**config.mk**
```make
export PLATFORM = sky130hd
export DESIGN_NAME = shuffled_lehmer_random_generator_unit
export DESIGN_NICKNAME = d
export VERILOG_FILES = /design/src/rtl/slrg_pkg.sv /design/src/rtl/shuffled_lehmer_random_generator_unit.sv /design/src/rtl/slrg_lcg.sv /design/src/rtl/slrg_table.sv /design/src/rtl/slrg_index.sv
export SDC_FILE = /design/constraint.sdc
export NUM_CORES = 2
export LEC_CHECK = 0
export ABC_AREA = 1
export BUFFER_PORTS_ARGS = -buffer_cell sky130_fd_sc_hd__clkbuf_2
export CAP_MARGIN = 25
export CORE_ASPECT_RATIO = 0.5
export CORE_MARGIN = 2
export CORE_UTILIZATION = 55
export DETAILED_ROUTE_END_ITERATION = 12
export PLACE_DENSITY_LB_ADDON = 0.15
export SYNTH_ARGS = -nofsm -noshare
export SYNTH_HDL_FRONTEND = slang
export SYNTH_SLANG_ARGS = --single-unit
```
**constraint.sdc**
```tcl
create_clock -name clk -period 16.2 [get_ports clk]
set_clock_uncertainty 0.05 [all_clocks]
set_input_delay 2.43 -clock clk [delete_from_list [all_inputs] [get_ports clk]]
set_output_delay 2.43 -clock clk [all_outputs]
set_load 0.02 [all_outputs]
```
**src/rtl/slrg_pkg.sv**
```systemverilog
package slrg_pkg;

  localparam int VAL_W        = 31;
  localparam int MUL_W        = 15;
  localparam int PROD_W       = VAL_W + MUL_W;
  localparam int WARMUP_STEPS = 8;

  localparam logic [MUL_W-1:0] LCG_MUL   = 15'd16807;
  localparam logic [VAL_W-1:0] LCG_MOD   = 31'h7FFF_FFFF;
  localparam logic [VAL_W-1:0] OUT_CLAMP = 31'd2147483389;
  localparam logic [VAL_W-1:0] ONE_VAL   = 31'd1;

  typedef logic [VAL_W-1:0]  val_t;
  typedef logic [PROD_W-1:0] prod_t;

  typedef enum logic [2:0] {
    ST_IDLE,
    ST_PMUL,
    ST_PFOLD,
    ST_LAUNCH,
    ST_FINISH
  } slrg_state_t;

  // reduce a product modulo 2^31-1 by folding the high part onto the low part
  function automatic val_t mod_fold(input prod_t p);
    logic [VAL_W:0] s;
    logic [VAL_W:0] d;
    s = {1'b0, p[VAL_W-1:0]} + (VAL_W+1)'(p[PROD_W-1:VAL_W]);
    d = s - {1'b0, LCG_MOD};
    if (s >= {1'b0, LCG_MOD}) begin
      return d[VAL_W-1:0];
    end
    return s[VAL_W-1:0];
  endfunction

endpackage

```
**src/rtl/shuffled_lehmer_random_generator_unit.sv**
```systemverilog
// channel | direction | handshake           | payload
// in      | input     | in_valid / in_ready   | in_restart
// out     | output    | out_valid / out_ready | out_value
// cfg     | input     | cfg_we (no wait)      | cfg_wdata (seed)
//
// a normal draw does the multiply and table read, then fold and write-back
// priming puts each warm-up step and each table fill step through the modular
// multiply, a PMUL state and then a PFOLD state per step, before the launch
// in_ready is high in idle; a result waiting in the output register does not block it
// a stalled output holds the block in its write-back cycle until out_ready
// rst_n is synchronous; the table needs no clearing, priming fills it first
module shuffled_lehmer_random_generator_unit
  import slrg_pkg::*;
#(
  parameter int TABLE_SIZE = 32
) (
  input  logic             clk,
  input  logic             rst_n,
  input  logic             in_valid,
  output logic             in_ready,
  input  logic             in_restart,
  output logic             out_valid,
  input  logic             out_ready,
  output logic [VAL_W-1:0] out_value,
  input  logic             cfg_we,
  input  logic [VAL_W-1:0] cfg_wdata
);

  localparam int IW        = (TABLE_SIZE > 1) ? $clog2(TABLE_SIZE) : 1;
  localparam int LAST_STEP = WARMUP_STEPS + TABLE_SIZE - 1;
  localparam int SW        = $clog2(LAST_STEP + 1);

  slrg_state_t   state_r, state_nxt;
  logic          primed_r, primed_nxt;
  val_t          gen_r, gen_nxt;
  val_t          last_r, last_nxt;
  logic [SW-1:0] step_r, step_nxt;
  logic [IW-1:0] idx_r, idx_nxt;
  logic          out_valid_r, out_valid_nxt;
  val_t          out_value_r, out_value_nxt;
  val_t          seed_r;

  logic          mul_en;
  val_t          lcg_next;
  logic          mem_we;
  logic [IW-1:0] mem_waddr;
  val_t          mem_wdata;
  logic          mem_re;
  val_t          mem_rdata;
  logic [IW-1:0] pick_idx;
  logic [SW-1:0] fill_step;
  logic [IW-1:0] fill_addr;
  val_t          seed_fix;
  logic          out_free;

  slrg_lcg u_lcg (
    .clk    (clk),
    .mul_en (mul_en),
    .x      (gen_r),
    .next_x (lcg_next)
  );

  slrg_table #(
    .DEPTH (TABLE_SIZE),
    .AW    (IW)
  ) u_table (
    .clk   (clk),
    .we    (mem_we),
    .waddr (mem_waddr),
    .wdata (mem_wdata),
    .re    (mem_re),
    .raddr (pick_idx),
    .rdata (mem_rdata)
  );

  slrg_index #(
    .TABLE_SIZE (TABLE_SIZE),
    .IW         (IW)
  ) u_index (
    .last (last_r),
    .idx  (pick_idx)
  );

  assign seed_fix  = (seed_r == '0 || seed_r == LCG_MOD) ? ONE_VAL : seed_r;
  assign fill_step = SW'(LAST_STEP) - step_r;
  assign fill_addr = fill_step[IW-1:0];
  assign out_free  = !out_valid_r || out_ready;
  assign in_ready  = (state_r == ST_IDLE);
  assign out_valid = out_valid_r;
  assign out_value = out_value_r;

  always_comb begin
    state_nxt     = state_r;
    primed_nxt    = primed_r;
    gen_nxt       = gen_r;
    last_nxt      = last_r;
    step_nxt      = step_r;
    idx_nxt       = idx_r;
    out_valid_nxt = out_valid_r && !out_ready;
    out_value_nxt = out_value_r;
    mul_en        = 1'b0;
    mem_we        = 1'b0;
    mem_waddr     = idx_r;
    mem_wdata     = lcg_next;
    mem_re        = 1'b0;
    case (state_r)
      ST_IDLE: begin
        if (in_valid) begin
          if (!primed_r || in_restart) begin
            gen_nxt   = seed_fix;
            step_nxt  = '0;
            state_nxt = ST_PMUL;
          end else begin
            mul_en    = 1'b1;
            mem_re    = 1'b1;
            idx_nxt   = pick_idx;
            state_nxt = ST_FINISH;
          end
        end
      end
      ST_PMUL: begin
        mul_en    = 1'b1;
        state_nxt = ST_PFOLD;
      end
      ST_PFOLD: begin
        gen_nxt = lcg_next;
        if (step_r >= SW'(WARMUP_STEPS)) begin
          mem_we    = 1'b1;
          mem_waddr = fill_addr;
        end
        if (step_r == SW'(LAST_STEP)) begin
          last_nxt   = lcg_next;
          primed_nxt = 1'b1;
          state_nxt  = ST_LAUNCH;
        end else begin
          step_nxt  = step_r + 1'b1;
          state_nxt = ST_PMUL;
        end
      end
      ST_LAUNCH: begin
        mul_en    = 1'b1;
        mem_re    = 1'b1;
        idx_nxt   = pick_idx;
        state_nxt = ST_FINISH;
      end
      ST_FINISH: begin
        if (out_free) begin
          gen_nxt       = lcg_next;
          mem_we        = 1'b1;
          last_nxt      = mem_rdata;
          out_valid_nxt = 1'b1;
          out_value_nxt = (mem_rdata > OUT_CLAMP) ? OUT_CLAMP : mem_rdata;
          state_nxt     = ST_IDLE;
        end
      end
      default: begin
        state_nxt = ST_IDLE;
      end
    endcase
  end

  always_ff @(posedge clk) begin
    if (!rst_n) begin
      state_r     <= ST_IDLE;
      primed_r    <= 1'b0;
      gen_r       <= '0;
      last_r      <= '0;
      step_r      <= '0;
      out_valid_r <= 1'b0;
      seed_r      <= ONE_VAL;
    end else begin
      state_r     <= state_nxt;
      primed_r    <= primed_nxt;
      gen_r       <= gen_nxt;
      last_r      <= last_nxt;
      step_r      <= step_nxt;
      out_valid_r <= out_valid_nxt;
      if (cfg_we) begin
        seed_r <= cfg_wdata;
      end
    end
  end

  always_ff @(posedge clk) begin
    idx_r       <= idx_nxt;
    out_value_r <= out_value_nxt;
  end

`ifndef SYNTH
  a_result_from_finish: assert property (@(posedge clk) disable iff (!rst_n)
    $rose(out_valid_r) |-> $past(state_r == ST_FINISH))
    else $error("result raised outside write-back");

  a_no_read_write_overlap: assert property (@(posedge clk) disable iff (!rst_n)
    !(mem_we && mem_re))
    else $error("table read and write in the same cycle");

  a_primed_sticks: assert property (@(posedge clk) disable iff (!rst_n)
    primed_r |=> primed_r)
    else $error("primed flag dropped");

  a_gen_nonzero: assert property (@(posedge clk) disable iff (!rst_n)
    primed_r |-> (gen_r != '0 && gen_r != LCG_MOD))
    else $error("generator word left its range");

  a_launch_primed: assert property (@(posedge clk) disable iff (!rst_n)
    (state_r == ST_LAUNCH || state_r == ST_FINISH) |-> primed_r)
    else $error("draw started without a filled table");
`endif

endmodule

```
**src/rtl/slrg_lcg.sv**
```systemverilog
module slrg_lcg
  import slrg_pkg::*;
(
  input  logic clk,
  input  logic mul_en,
  input  val_t x,
  output val_t next_x
);

  prod_t prod_r;

  always_ff @(posedge clk) begin
    if (mul_en) begin
      prod_r <= PROD_W'(x) * PROD_W'(LCG_MUL);
    end
  end

  assign next_x = mod_fold(prod_r);

endmodule

```
**src/rtl/slrg_table.sv**
```systemverilog
module slrg_table
  import slrg_pkg::*;
#(
  parameter int DEPTH = 32,
  parameter int AW    = 5
) (
  input  logic          clk,
  input  logic          we,
  input  logic [AW-1:0] waddr,
  input  val_t          wdata,
  input  logic          re,
  input  logic [AW-1:0] raddr,
  output val_t          rdata
);

  val_t mem [DEPTH];
  val_t rdata_r;

  always_ff @(posedge clk) begin
    if (we) begin
      mem[waddr] <= wdata;
    end
  end

  always_ff @(posedge clk) begin
    if (re) begin
      rdata_r <= mem[raddr];
    end
  end

  assign rdata = rdata_r;

endmodule

```
**src/rtl/slrg_index.sv**
```systemverilog
module slrg_index
  import slrg_pkg::*;
#(
  parameter int TABLE_SIZE = 32,
  parameter int IW         = 5
) (
  input  val_t          last,
  output logic [IW-1:0] idx
);

  localparam logic [31:0] PICK_DIV = 32'd1 + (32'd2147483646 / TABLE_SIZE);
  localparam bit          IS_POW2  = (TABLE_SIZE > 1) &&
                                     ((TABLE_SIZE & (TABLE_SIZE - 1)) == 0);

  generate
    if (IS_POW2) begin : g_shift
      // divisor is a power of two here
      assign idx = last[VAL_W-1 -: IW];
    end else begin : g_ladder
      always_comb begin
        logic [IW-1:0] q;
        q = '0;
        for (int k = 1; k < TABLE_SIZE; k++) begin
          if ({1'b0, last} >= 32'(k) * PICK_DIV) begin
            q = IW'(k);
          end
        end
        idx = q;
      end
    end
  endgenerate

endmodule

```
# Yosys cells after proc, flatten, opt, wreduce, memory -nomap -nowiden
# Memory sizes are Yosys's and may differ from the RTL's. A register that Yosys moved wholly into a read port is not among the register bits.
# Cells that the tools add are included.
[word_totals]
output_inout_bits = 33
latchBits = 0
regBits = 186
rom_bits = 0
elab_cells = 88
memories = 1
inputBits = 37
mem_bits_rw = 992
[classes]
div = 0
n_eq_ne = 12
n_reduce_logical = 21
n_mul = 1
bitwise_logic = 0
n_lt_le_gt_ge = 3
add_sub_neg = 4
muxes = 36
shift = 0
[memory_table]
columns = ["name", "depth", "word_bits", "read_ports", "rd_clocked_by_memory_dff", "wr", "line_no", "source"]
rows = [
  ["u_table.mem", 32, 31, 1, 1, 1, "slrg_table.sv:16", "val_t mem [DEPTH];"],
]
[op_table]
columns = ["op", "count"]
rows = [
  ["$mux 31", 8],
  ["$pmux 31 s3", 1],
  ["$pmux 31 s2", 1],
  ["$mul 31x15->46 const B", 1],
  ["$add 31x15->32", 1],
  ["$ge 32x31->1 const B", 1],
  ["$eq 31x31->1 const B", 1],
  ["$gt 31x31->1 const B", 1],
  ["$logic_not 31->1", 1],
  ["$sub 31x31->31 const B", 1],
  ["$mux 5", 4],
  ["$mux 6", 3],
  ["$pmux 3 s5", 1],
  ["$pmux 6 s2", 1],
  ["$ne 2x2->1 const B", 5],
  ["$pmux 5 s2", 1],
  ["$mux 1", 9],
  ["$mux 3", 3],
  ["$reduce_and 4->1", 2],
  ["$add 6x1->6 const B", 1],
  ["$eq 3x2->1 const B", 2],
  ["$eq 6x6->1 const B", 1],
  ["$ge 6x4->1 const B", 1],
  ["$pmux 1 s2", 3],
  ["other kinds (14)", 23],
]

# Depth between registers and ports, before layout
[depth]
word_depth = 6
mapped_depth = 26
mapped_depth_nobuf = 26

# By module
# From an unflattened synthesis, not the netlist that was laid out.
[hier_totals]
hier_cells = 5840
hier_area_um2 = 59412.0
[by_module_without_submodules]
columns = ["mod", "cells_per_inst", "n_inst", "seq_area_each_um2", "area_each_um2"]
rows = [
  ["slrg_table", 3426, 1, 30719.5, 40990.6],
  ["slrg_lcg", 1631, 1, 1381.3, 12166.7],
  ["shuffled_lehmer_random_generator_unit", 778, 1, 3163.0, 6217.2],
  ["slrg_index", 5, 1, 0.0, 37.5],
]

# Least setup slack after synthesis
# No wires, ideal clock.
[synth_timing]
path_kind = "register to register"
start = "reg gen_r[13]"
end = "reg u_lcg.prod_r[41] (data pin)"
required_time_ns = 15.890
period_less_slack_ns = 5.483
path_stages_with_launch = 24
setup_slack_ns = 10.717
t_arrival_ns = 5.174
n_path_buf = 0
setup_ns = 0.260
cell_sequence = "dfxtp_1 -> inv_1 -> fa_1 -> inv_1 -> ha_1 -> fa_1 -> inv_1 -> fa_1 -> inv_1 -> fa_1 -> inv_1 -> fa_1 -> inv_1 -> ha_1 -> nand2_1 -> nor2_1 -> inv_1 -> nor4_1 -> a21o_1 -> a31oi_1 -> o21ai_0 -> nand2_1 -> nand2_1 -> xor2_1"
[synth_via]
elab_chain_len = 1
[synth_lines]
columns = ["item", "line_no", "source"]
rows = [
  ["start: declaration", "shuffled_lehmer_random_generator_unit.sv:35", "val_t gen_r, gen_nxt;"],
  ["start signal: assignment", "shuffled_lehmer_random_generator_unit.sv:174", "gen_r <= gen_nxt;"],
  ["$mul 31x15->46", "slrg_lcg.sv:14", "prod_r <= PROD_W'(x) * PROD_W'(LCG_MUL);"],
  ["end signal: assignment", "slrg_lcg.sv:14", ""],
  ["end: declaration", "slrg_lcg.sv:10", "prod_t prod_r;"],
]
# No other way between the ends.
# A chain may end at the register's enable or synchronous reset.

# Final worst setup path
[layout_timing]
start = "reg gen_r[15]"
end = "reg u_lcg.prod_r[41] (data pin)"
# Same word-level chain as after synthesis.

==> flow_summary_export.csv <==
group,metric,value,unit
pwr,clkPwrFrac,23.6,%
setup_path,slowest_stage,"dfxtp_1",
placement,place_ws,10.07,ns
setup_path,crit_fanout,6,
detailed_routing,wl_per_cell,25.2,um
detailed_routing,viasPerCell,6.11,
timing,maxSlewViolCount,0,
global_route,grt_antenna_before_repair,4,
logic_synthesis,yosysSeqAreaShare,62.1,%
logic_synthesis,synthAdderAreaFrac,9.40,%
setup_path,crit-reg2reg-capture,"u_lcg.prod_r[41]",
hold_path,min_path_type,"reg -> reg",
hold_path,hp-start,"u_table.rdata[18]",
global_route,grt.met1_usage,44.5,%
logic_synthesis,synth_compound_area_share,11.8,%
timing,period_share,38.0,%
timing,timing.final.crit_period,6.15,ns
global_route,grt_pass1_wl,238,mm
clock_tree,post_cts_buffers,0,
pwr,powerDensity,176,nW/um^2
global_route,met3_usage,4.57,%
cells_and_area,fin_util,61.2,%
clock_tree,numCtsBuffers,103,
setup_path,critPathCaptureType,"register",
logic_synthesis,yosys.area_share.simple,10.6,%
clock_tree,cts_tree,"yes",
logic_synthesis,synth_top_area_share,59.3,%
pwr,p_int,6750,uW
logic_synthesis,synth_edf_count,1105,
global_route,grt.met2_usage,49.0,%
cells_and_area,nNetsFinal,5309,
setup_path,cp_top_family,"adder cells",
detailed_routing,ant_nets,0,
timing,tns,0,ns
clock_tree,h-tree-depth,3,
timing,fmax,0.162,GHz
floorplanning,core,101000,um^2
pwr,p_seq_share,39.3,%
cells_and_area,nFillCells,8010,
setup_path,crit_top_cell,"inv_1",
logic_synthesis,synth_top_family_by_area,"compound AO/OA/AOI/OAI gates",
timing,rsz0062_at_grt,"false",
logic_synthesis,yosys.area.top_type,"edfxtp_1",
floorplanning,rows,82,
global_route,grt_pass1_vias,37866,
setup_path,worstReg2RegStart,"gen_r[15]",
timing,layout_setup_ws,10.05,ns
setup_path,startpoint,"gen_r[15]",
timing,tightest_slew,1.08,ns
global_route,grt_use_total,30.7,%
global_route,grt-busiest-layer,"met2",
placement,place_congestion,0.926,
pwr,peakVddDrop,0.000147,V
logic_synthesis,synth-xor-area-share,0.861,%
setup_path,worst-path-buf-inv,7,
floorplanning,die_w,455,um
cells_and_area,drive_gt1_share,7.67,%
logic_synthesis,synth_nets,5311,
timing,maxSlewHeadroom,27.6,%
clock_tree,clk_pin_slew,0.07,ns
detailed_routing,drc_errors,0,
logic_synthesis,syn_inst,4934,
logic_synthesis,synthFlopType,"edfxtp_1",
global_route,grt_overflow,0,
logic_synthesis,synthTopCellsByArea,"edfxtp_1 (59%), o21ai_0 (5.6%), nor2_1 (5.1%), fa_1 (4.8%), ha_1 (4.6%)",
logic_synthesis,yosysMostFrequentCell,"edfxtp_1",
setup_path,path_cells,"inv_1, fa_1, inv_1, ha_1, fa_1, inv_1, fa_1, inv_1, fa_1, inv_1, fa_1, inv_1, ha_1, nand2_1, nor2_1, inv_1, nor4_1, a21o_1, a31oi_1, o21ai_0, nand2_1, nand2_1, xor2_1",
logic_synthesis,yosysWarnings,0,
hold_path,min_path_cells,0,
floorplanning,start_util,55.7,%
setup_path,slowest_delay,0.54,ns
clock_tree,cts_resized,0,
detailed_routing,drt_iter0_markers,4856,
detailed_routing,via_count,38889,
floorplanning,die_h,230,um
clock_tree,cts_hold_buffers,0,
pwr,p_switching,4070,uW
clock_tree,cts_sinks,1183,
pwr,pwr-share-comb,37.1,%
logic_synthesis,synthTopCellsByCount,"edfxtp_1 (1105), nor2_1 (758), o21ai_0 (624), inv_1 (522), nand2_1 (468)",
detailed_routing,first_pass_iters,6,
timing,final-hold-violation-count,0,
clock_tree,clk_path_buf_depth,3,
pwr,swShare,37.6,%
setup_path,cp.required,16.60,ns
clock_tree,clock_latency,0.72,ns
setup_path,start_kind,"register",
logic_synthesis,netlist_area,56000,um^2
clock_tree,cts_root_buffer,"clkbuf_16",
logic_synthesis,avgSynthCellArea,11.3,um^2
detailed_routing,wl,160,mm
logic_synthesis,ys_types,50,
floorplanning,ios,70,
setup_path,r2r_cells,23,
placement,place_hpwl,94.0,mm
logic_synthesis,synth_mux_area_share,0,%
hold_path,hold_end,"out_value[18]",
setup_path,arrival,6.56,ns
cells_and_area,area_growth,10.0,%
pwr,power.total,10800,uW
floorplanning,design.die.area,104000,um^2
global_route,grt_start_max_net_pins,197,
status,status,"completed",
logic_synthesis,async_reset_ff_share,0,%
pwr,p_leak,0.0231,uW
setup_path,r2r_slack,10.05,ns
setup_path,path_class,"reg -> reg",
logic_synthesis,synth_seq_cells,1183,
placement,io_buffers,69,
job,cap_violations,0,
timing,setup_viol,0,
power by group through the flow:
stage                     clock network [uW]  logic [uW]  registers, uW
final                                   2560        4020           4250
after global routing                    2700        4500           4260
after CTS                               2580        4000           4250
after detailed placement                   0        3980           4320
after global placement                     0        3920           4320
after floorplan                            0        2640           4270
worst reg2reg max path: cells and delay by family, from the launching register on:
| kind | cells | cell delay (ns) |
|---|---|---|
| AND/OR/NAND/NOR | 5 | 0.81 |
| buffers and inverters | 7 | 0.53 |
| AO/OA/AOI/OAI | 3 | 0.70 |
| XOR/XNOR | 1 | 0.06 |
| adder cells (fa/ha/maj) | 7 | 3.21 |
| flip-flops | 1 | 0.54 |
how the worst max path moves through the flow:
| stage | endpoint | slack (ns) | depth (start not counted) |
|---|---|---|---|
| floorplan | u_lcg.prod_r[41] | 10.72 | 23 |
| global placement | u_lcg.prod_r[33] | 10.12 | 22 |
| detailed placement | u_lcg.prod_r[41] | 10.07 | 23 |
| CTS | u_lcg.prod_r[41] | 10.06 | 23 |
| global route | u_lcg.prod_r[41] | 9.61 | 23 |
| finish | u_lcg.prod_r[41] | 10.05 | 23 |
layout make-up:
cell class | instances | area (um^2) | area share, %
clock inverters | 66 | 736 | 1.20
repair buffers | 156 | 1100 | 1.79
clock buffers | 124 | 2720 | 4.42
diodes | 2 | 5.00 | 0.00813
flip-flops and latches | 1183 | 34800 | 56.5
inverters | 526 | 1990 | 3.23
well taps | 1344 | 1680 | 2.73
multi-input cells | 2962 | 18600 | 30.2
registers in the layout, summed over array words and instances (netlist names), 5 cells and up:
| name | count |
|---|---|
| last_r | 5 |
| gen_r | 31 |
| out_value | 31 |
| seed_r | 31 |
| u_table.rdata | 31 |
| u_lcg.prod_r | 46 |
| u_table.mem | 992 |
| step_r | 6 |
| idx_r | 5 |
routing by layer:
metal / up-vias / share of wire (%)
li1: 17456 / -
met1: 19392 / 41
met2: 1801 / 47
met3: 240 / 9.2
met4: 0 / 2.4
met5: - / 0
layout by cell type (no fill, tap or decap), types with 17 or more instances in the layout:
cell type     n
o21ai_0     623
nor2_4       34
a32oi_1      27
nor3_1       18
nor2_1      717
ha_1        206
clkbuf_16   105
nand2_1     467
fa_1        134
o22ai_1      64
buf_4        79
xor2_1       39
edfxtp_1   1105
nand3_1     161
clkinv_1     21
a21oi_1     107
clkbuf_1     17
dfxtp_1      73
nand4_1      32
o221ai_1    186
clkbuf_2     69
a31oi_1      47
inv_1       521
metrics by stage:
stage | std cells | cell area, um^2 | hold slack (ns)
2_1_floorplan | 4934 | 56000 | 0.356
3_3_place_gp | 6166 | 58000 | 0.378
3_5_place_dp | 6168 | 58000 | 0.389
4_1_cts | 6358 | 61500 | 0.408
5_1_grt | 6361 | 61600 | 0.436
6_report | 6363 | 61600 | 0.409
logic make-up (layout without fill, tap and decap cells):
kind of cell / after synthesis / in the layout
compound gates: 1099 / 1099
xor+xnor: 55 / 55
fa+ha+maj: 340 / 340
buf+inv: 789 / 872
flops: 1183 / 1183
other cells: 0 / 2
simple gates: 1468 / 1468
Note: power is estimated with default switching activity, not from simulation.
